[config.mk]
export PLATFORM = sky130hd
export DESIGN_NAME = smeu_ctrl
export DESIGN_NICKNAME = d
export VERILOG_FILES = /design/src/design/stack_machine_execute_unit_core_defines.svh /design/src/design/smeu_pkg.sv /design/src/design/smeu_ctrl.sv
export SDC_FILE = /design/constraint.sdc
export NUM_CORES = 1
export LEC_CHECK = 0
export ABC_AREA = 1
export ABC_CLOCK_PERIOD_IN_PS = 1400
export BUFFER_PORTS_ARGS = -buffer_cell sky130_fd_sc_hd__buf_2
export CORE_AREA = 2 2 39 41
export DETAILED_ROUTE_END_ITERATION = 7
export DIE_AREA = 0 0 41 43
export HOLD_SLACK_MARGIN = 0.1
export PLACE_DENSITY_LB_ADDON = 0.3
export REMOVE_ABC_BUFFERS = 1
export SLEW_MARGIN = 20
export SYNTH_ARGS = -nofsm -noshare
export SYNTH_HDL_FRONTEND = slang
export SYNTH_SLANG_ARGS = --single-unit
[constraint.sdc]
create_clock -name clk -period 1.4 [get_ports clk]
set_input_delay 0.07 -clock clk [delete_from_list [all_inputs] [get_ports clk]]
set_output_delay 0.07 -clock clk [all_outputs]
set_load 0.05 [all_outputs]
[src/design/stack_machine_execute_unit_core_defines.svh]
// ----------------------------------------------------------------------------
// stack machine execute unit assertion macros
// shared property forms for the assertion blocks
// ----------------------------------------------------------------------------
`ifndef STACK_MACHINE_EXECUTE_UNIT_CORE_DEFINES_SVH
`define STACK_MACHINE_EXECUTE_UNIT_CORE_DEFINES_SVH

// same-cycle implication
`define SMEU_ASSERT_IMP(lbl, ante, cons, msg) \
    lbl: assert property (@(posedge clk) disable iff (!rst_n) (ante) |-> (cons)) \
        else $error(msg);

// next-cycle implication
`define SMEU_ASSERT_NXT(lbl, ante, cons, msg) \
    lbl: assert property (@(posedge clk) disable iff (!rst_n) (ante) |=> (cons)) \
        else $error(msg);

`endif

[src/design/smeu_pkg.sv]
// ----------------------------------------------------------------------------
// smeu_pkg
// types, opcodes and sizes shared by the stack machine execute unit
// ----------------------------------------------------------------------------
package smeu_pkg;

    localparam int DSTACK_DEPTH = 64;
    localparam int DS_AW        = $clog2(DSTACK_DEPTH);
    localparam int SP_W         = DS_AW + 1;
    localparam int CSTACK_DEPTH = 32;
    localparam int CS_AW        = $clog2(CSTACK_DEPTH);
    localparam int CSP_W        = CS_AW + 1;
    localparam int MEM_DEPTH    = 4096;
    localparam int MEM_AW       = $clog2(MEM_DEPTH);
    localparam int LIM_W        = 17;
    localparam int CFG_IDX_W    = 2;
    localparam int CFG_DATA_W   = 16;

    localparam logic [7:0] OP_NOP    = 8'h00;
    localparam logic [7:0] OP_ADD    = 8'h10;
    localparam logic [7:0] OP_SUB    = 8'h11;
    localparam logic [7:0] OP_MUL    = 8'h12;
    localparam logic [7:0] OP_DIV    = 8'h13;
    localparam logic [7:0] OP_REM    = 8'h14;
    localparam logic [7:0] OP_NEG    = 8'h15;
    localparam logic [7:0] OP_AND    = 8'h16;
    localparam logic [7:0] OP_OR     = 8'h17;
    localparam logic [7:0] OP_XOR    = 8'h18;
    localparam logic [7:0] OP_SHL    = 8'h19;
    localparam logic [7:0] OP_SHRA   = 8'h1a;
    localparam logic [7:0] OP_SHRL   = 8'h1b;
    localparam logic [7:0] OP_GOTO   = 8'h30;
    localparam logic [7:0] OP_CALL   = 8'h31;
    localparam logic [7:0] OP_BEQ    = 8'h32;
    localparam logic [7:0] OP_BNE    = 8'h33;
    localparam logic [7:0] OP_BLT    = 8'h34;
    localparam logic [7:0] OP_BGE    = 8'h35;
    localparam logic [7:0] OP_BGT    = 8'h36;
    localparam logic [7:0] OP_BLE    = 8'h37;
    localparam logic [7:0] OP_RET    = 8'h40;
    localparam logic [7:0] OP_BIPUSH = 8'h50;
    localparam logic [7:0] OP_IPUSH  = 8'h51;
    localparam logic [7:0] OP_POP    = 8'h53;
    localparam logic [7:0] OP_DUP    = 8'h54;
    localparam logic [7:0] OP_DUPX1  = 8'h55;
    localparam logic [7:0] OP_DUP2   = 8'h56;
    localparam logic [7:0] OP_SWAP   = 8'h57;
    localparam logic [7:0] OP_LOAD   = 8'h60;
    localparam logic [7:0] OP_STORE  = 8'h61;
    localparam logic [7:0] OP_LDX0   = 8'h62;
    localparam logic [7:0] OP_STX0   = 8'h63;
    localparam logic [7:0] OP_LDX1   = 8'h64;
    localparam logic [7:0] OP_STX1   = 8'h65;
    localparam logic [7:0] OP_LDX2   = 8'h66;
    localparam logic [7:0] OP_STX2   = 8'h67;
    localparam logic [7:0] OP_LPUSH  = 8'h69;
    localparam logic [7:0] OP_HALT   = 8'hf0;

    localparam logic [2:0] ST_OK    = 3'd0;
    localparam logic [2:0] ST_HALT  = 3'd1;
    localparam logic [2:0] ST_UNDER = 3'd2;
    localparam logic [2:0] ST_OVER  = 3'd3;
    localparam logic [2:0] ST_ADDR  = 3'd4;
    localparam logic [2:0] ST_DIV0  = 3'd5;
    localparam logic [2:0] ST_UNSUP = 3'd6;
    localparam logic [2:0] ST_CALL  = 3'd7;

    localparam logic [CFG_IDX_W-1:0] CFG_MEM_WORDS  = 2'd0;
    localparam logic [CFG_IDX_W-1:0] CFG_CODE_BYTES = 2'd1;

    localparam logic [1:0] RD_A   = 2'd0;
    localparam logic [1:0] RD_B   = 2'd1;
    localparam logic [1:0] RD_C   = 2'd2;
    localparam logic [1:0] RD_TOP = 2'd3;

    typedef struct packed {
        logic [7:0]         opcode;
        logic signed [31:0] immediate;
        logic [15:0]        pc;
    } smeu_in_t;

    typedef struct packed {
        logic [2:0]  status;
        logic [15:0] next_pc;
        logic [31:0] top_value;
        logic [6:0]  stack_depth;
    } smeu_out_t;

    typedef struct packed {
        logic       load;
        logic [1:0] rd_sel;
        logic       cap_a;
        logic       cap_b;
        logic       exec;
        logic       disp;
        logic       div_start;
        logic       div_cap;
        logic       wr;
        logic [1:0] widx;
        logic       top_cap;
    } smeu_cmd_t;

    typedef struct packed {
        logic       need_div;
        logic [1:0] wcnt;
        logic       div_done;
    } smeu_sts_t;

endpackage

[src/design/smeu_ctrl.sv]
// ----------------------------------------------------------------------------
// smeu_ctrl
// sequencer for operand reads, execute, divide, stack writes and result
// ----------------------------------------------------------------------------
module smeu_ctrl (
    input  logic                clk,
    input  logic                rst_n,
    input  logic                instr_valid,
    output logic                instr_stall,
    output logic                result_valid,
    input  logic                result_stall,
    input  smeu_pkg::smeu_sts_t sts,
    output smeu_pkg::smeu_cmd_t cmd
);
    import smeu_pkg::*;

    localparam logic [3:0] S_IDLE = 4'd0;
    localparam logic [3:0] S_RA   = 4'd1;
    localparam logic [3:0] S_RB   = 4'd2;
    localparam logic [3:0] S_RC   = 4'd3;
    localparam logic [3:0] S_EX   = 4'd4;
    localparam logic [3:0] S_DISP = 4'd5;
    localparam logic [3:0] S_DIV  = 4'd6;
    localparam logic [3:0] S_WR   = 4'd7;
    localparam logic [3:0] S_TOP  = 4'd8;
    localparam logic [3:0] S_TOPC = 4'd9;
    localparam logic [3:0] S_OUT  = 4'd10;

    logic [3:0] state_reg, state_next;
    logic [1:0] widx_reg, widx_next;

    always_comb
    begin
        state_next = state_reg;
        widx_next  = widx_reg;
        cmd        = '0;
        cmd.rd_sel = RD_A;
        cmd.widx   = widx_reg;
        case (state_reg)
            S_IDLE:
            begin
                if (instr_valid)
                begin
                    cmd.load   = 1'b1;
                    state_next = S_RA;
                end
            end
            S_RA:
            begin
                cmd.rd_sel = RD_A;
                state_next = S_RB;
            end
            S_RB:
            begin
                cmd.rd_sel = RD_B;
                cmd.cap_a  = 1'b1;
                state_next = S_RC;
            end
            S_RC:
            begin
                cmd.rd_sel = RD_C;
                cmd.cap_b  = 1'b1;
                state_next = S_EX;
            end
            S_EX:
            begin
                cmd.exec   = 1'b1;
                state_next = S_DISP;
            end
            S_DISP:
            begin
                cmd.disp      = 1'b1;
                cmd.div_start = sts.need_div;
                widx_next     = 2'd0;
                if (sts.need_div)
                    state_next = S_DIV;
                else if (sts.wcnt != 2'd0)
                    state_next = S_WR;
                else
                    state_next = S_TOP;
            end
            S_DIV:
            begin
                if (sts.div_done)
                begin
                    cmd.div_cap = 1'b1;
                    state_next  = S_WR;
                end
            end
            S_WR:
            begin
                cmd.wr = 1'b1;
                if (widx_reg == sts.wcnt - 2'd1)
                    state_next = S_TOP;
                else
                    widx_next = widx_reg + 2'd1;
            end
            S_TOP:
            begin
                cmd.rd_sel = RD_TOP;
                state_next = S_TOPC;
            end
            S_TOPC:
            begin
                cmd.top_cap = 1'b1;
                state_next  = S_OUT;
            end
            S_OUT:
            begin
                if (!result_stall)
                    state_next = S_IDLE;
            end
            default:
            begin
                state_next = S_IDLE;
            end
        endcase
    end

    always_ff @(posedge clk or negedge rst_n)
    begin
        if (!rst_n)
        begin
            state_reg <= S_IDLE;
            widx_reg  <= 2'd0;
        end
        else
        begin
            state_reg <= state_next;
            widx_reg  <= widx_next;
        end
    end

    assign instr_stall  = (state_reg != S_IDLE);
    assign result_valid = (state_reg == S_OUT);
endmodule

==> out/qor.txt <==
Cell Int Power = 741 µW
Hold Slack = 0.160 ns
Final Critical Period = 1.37 ns
Final nets = 129
Initial DRT Pass Iterations = 4
Hold Fails Final Rpt = 0
ANT nets after route = 0
Flop2flop setup slack = 0.12 ns
NetSw = 1.11 mW
Leakage Power = 0.446 nW
Max-capacitance violation count = 0
Combinational power share = 0.715
Clock buffer depth = 2
Vias in the first global route = 527
First-pass GRT wire length = 2030 µm
Chip height = 43 µm
Switching fraction of total power = 0.600
WL per Instance = 9.86 µm
Sequential Power Share = 0.201
H-tree lvl count = 1
Clock Sinks = 6
Syn_area_per_cell = 5.92 µm²
CP delay by family, top = flip-flops
Largest net degree at the start of global routing = 9
Synth Register Bits = 6
Hold Crit Class = input port to flop
Share of layout cells above drive strength 1 = 0.466
Routed wire length = 1320 µm
Final cycle utilization of the critical path = 0.975
Setup violations, final = 0
Final Max Tran Viols = 0
Clock skew = 0.00363 ns
Ports = 23
Max reg flops = 4
Final instance area = 810 µm²
CTS Buf Count = 3
Peak supply drop = 0.00108 V
Crit path buf inv count = 2
Syn Inst Count = 93
Fillcell total = 141
Core Rows = 14
Latest clock arrival within the worst-skew pair = 0.24 ns
Yosys top cell by area = dfrtp_1
Inserted Diodes = 0
Critical Path End Type = primary output
Root buf cell = clkbuf_4
Clock power frac = 0.084
CP arrival = 1.30 ns
Tot GR Track Use = 0.164
Largest stage delay, worst path = 0.45 ns
Antenna violations before repair = 0
Crit-path slowest cell = dfrtp_2
Largest cells by area after synthesis = dfrtp_1 (27%), nand2_1 (17%), nor2_1 (11%), inv_1 (10%), nand3_1 (4.5%)
Crit start category = flop
Worst slew pin tran = 0.248 ns
Max FO, Critical Path = 5
Yosys warns = 0
Area after DPL = 673 µm²
Grt ovf = 0
Core Box Area = 1380 µm²
RSZ-0062 raised after global routing = true
Port bufs = 22
DRC violations left = 0
Via/cell ratio = 4.64
Highest clock rate = 0.733 GHz
CP Class = flop to primary output
Layout area overhead = 47.0%
PD cells = 2290 nW/µm²
Mapped Area = 551 µm²
Total power draw = 1.85 mW
Number of DRC markers in iteration 0 = 8
Starting density of the core = 0.398
Netlist cell types = 20
Required @ worst endpoint = 1.33 ns
Clock-pin slew on the worst setup and hold paths = 0.04 ns
Yosys top cell area share = 0.273
CTS tree = done
Vias = 622
CP Cell Sequence = inv_2, nand2_4, nor2_1, buf_2
Max-slew headroom = 0.836
Die width = 41 µm
Final GP Congestion = 0.802
Post-DP HPWL = 1030 µm
Die area = 1760 µm²
Outcome = completed
Register area share after synthesis = 0.273
[cell usage after synthesis, drive strengths merged]
cell type / instances
o211ai: 1
nor2: 21
xor2: 1
inv: 19
a21oi: 3
dfrtp: 6
nor3: 1
nand2: 28
ha: 1
buf: 1
o21ai: 4
o21bai: 1
and3: 1
nand3: 5
[per-stage QoR]
| stage | instances | util | TNS (ns) | worst slack, ns |
|---|---|---|---|---|
| finish | 134 | 0.585 | 0 | 0.0350 |
| detailed placement | 130 | 0.486 | 0 | 0.130 |
| global placement | 130 | 0.486 | 0 | 0.153 |
| floorplan | 92 | - | -1.35 | -0.443 |
| CTS | 134 | 0.529 | -0.0984 | -0.0432 |
| global route | 134 | 0.585 | -0.153 | -0.0465 |
[worst reg2reg max path: cells and delay by family (launching register included)]
kind                   cells  cell delay (ns)
DFF                        1             0.45
and+or+nand+nor            7             0.61
buffers and inverters      1             0.12
[cells by family after synthesis]
family | share of synthesized area
AO/OA/AOI/OAI | 0.0909
XOR/XNOR | 0.0159
adder cells (fa/ha/maj) | 0.0227
buffers and inverters | 0.143
flip-flops | 0.273
AND/OR/NAND/NOR | 0.455
[metal layers]
| metal | vias up | GRT usage | part of all wire |
|---|---|---|---|
| met1 | 281 | 0.241 | 0.45 |
| met4 | 0 | 0.0600 | 0 |
| met5 | - | 0 | 0 |
| met2 | 11 | 0.241 | 0.53 |
| met3 | 0 | 0.0157 | 0.020 |
| li1 | 330 | - | - |
[power by group through the flow]
stage | clock network, mW | registers (mW) | logic (mW)
final | 0.155 | 0.371 | 1.32
after global routing | 0.180 | 0.385 | 1.43
after CTS | 0.163 | 0.342 | 1.18
after detailed placement | 0 | 0.335 | 1.13
after global placement | 0 | 0.332 | 1.11
after floorplan | 0 | 0.356 | 0.879
[cell type report]
class,count,area [µm²],share of cell area
Clock buffer,3,22.5,0.0278
Inverter,19,71.3,0.0881
Multi-Input combinational cell,67,370,0.457
Sequential cell,6,155,0.192
Tap cell,16,20.0,0.0247
Timing Repair Buffer,23,170,0.210
[final timing paths]
path,startpoint,to,cells past startpoint
worst max-delay path,state_reg[3],cmd[7],4
worst min-delay path,result_stall,state_reg[3],3
worst max register to register,state_reg[3],state_reg[1],8
worst min register to register,widx_reg[1],widx_reg[1],2
max in group asynchronous,rst_n,state_reg[0],2
min in group asynchronous,rst_n,state_reg[1],2
[layout by cell type, fill, tap and decap left out]
cell and n:
nand2_1 24, inv_1 13, buf_2 11, nor2_2 10, nor2_1 7, inv_2 6
buf_6 6, nand3_1 5, nor2_4 4, clkbuf_4 4, buf_4 4, dfrtp_2 4
nand2_2 3, a21oi_1 3, o21ai_1 2, dfrtp_1 2, nand2_4 1, o21ai_2 1
nor3_2 1, xor2_1 1, o211ai_1 1, and3_1 1, o21ai_0 1, o21bai_1 1
ha_1 1, dlygate4sd3_1 1
[timing repair]
item | 4_1_cts | 5_1_grt
setup buffers | 0 | 0
gates resized for setup | 11 | 31
hold endpoints to repair | 6 | 0
endpoints found under the setup margin | 10 | 12
hold buffers | 1 | 0
pin swaps | 0 | 2
cloned | 0 | 0
No activity file was read; power rests on OpenSTA's default activity.
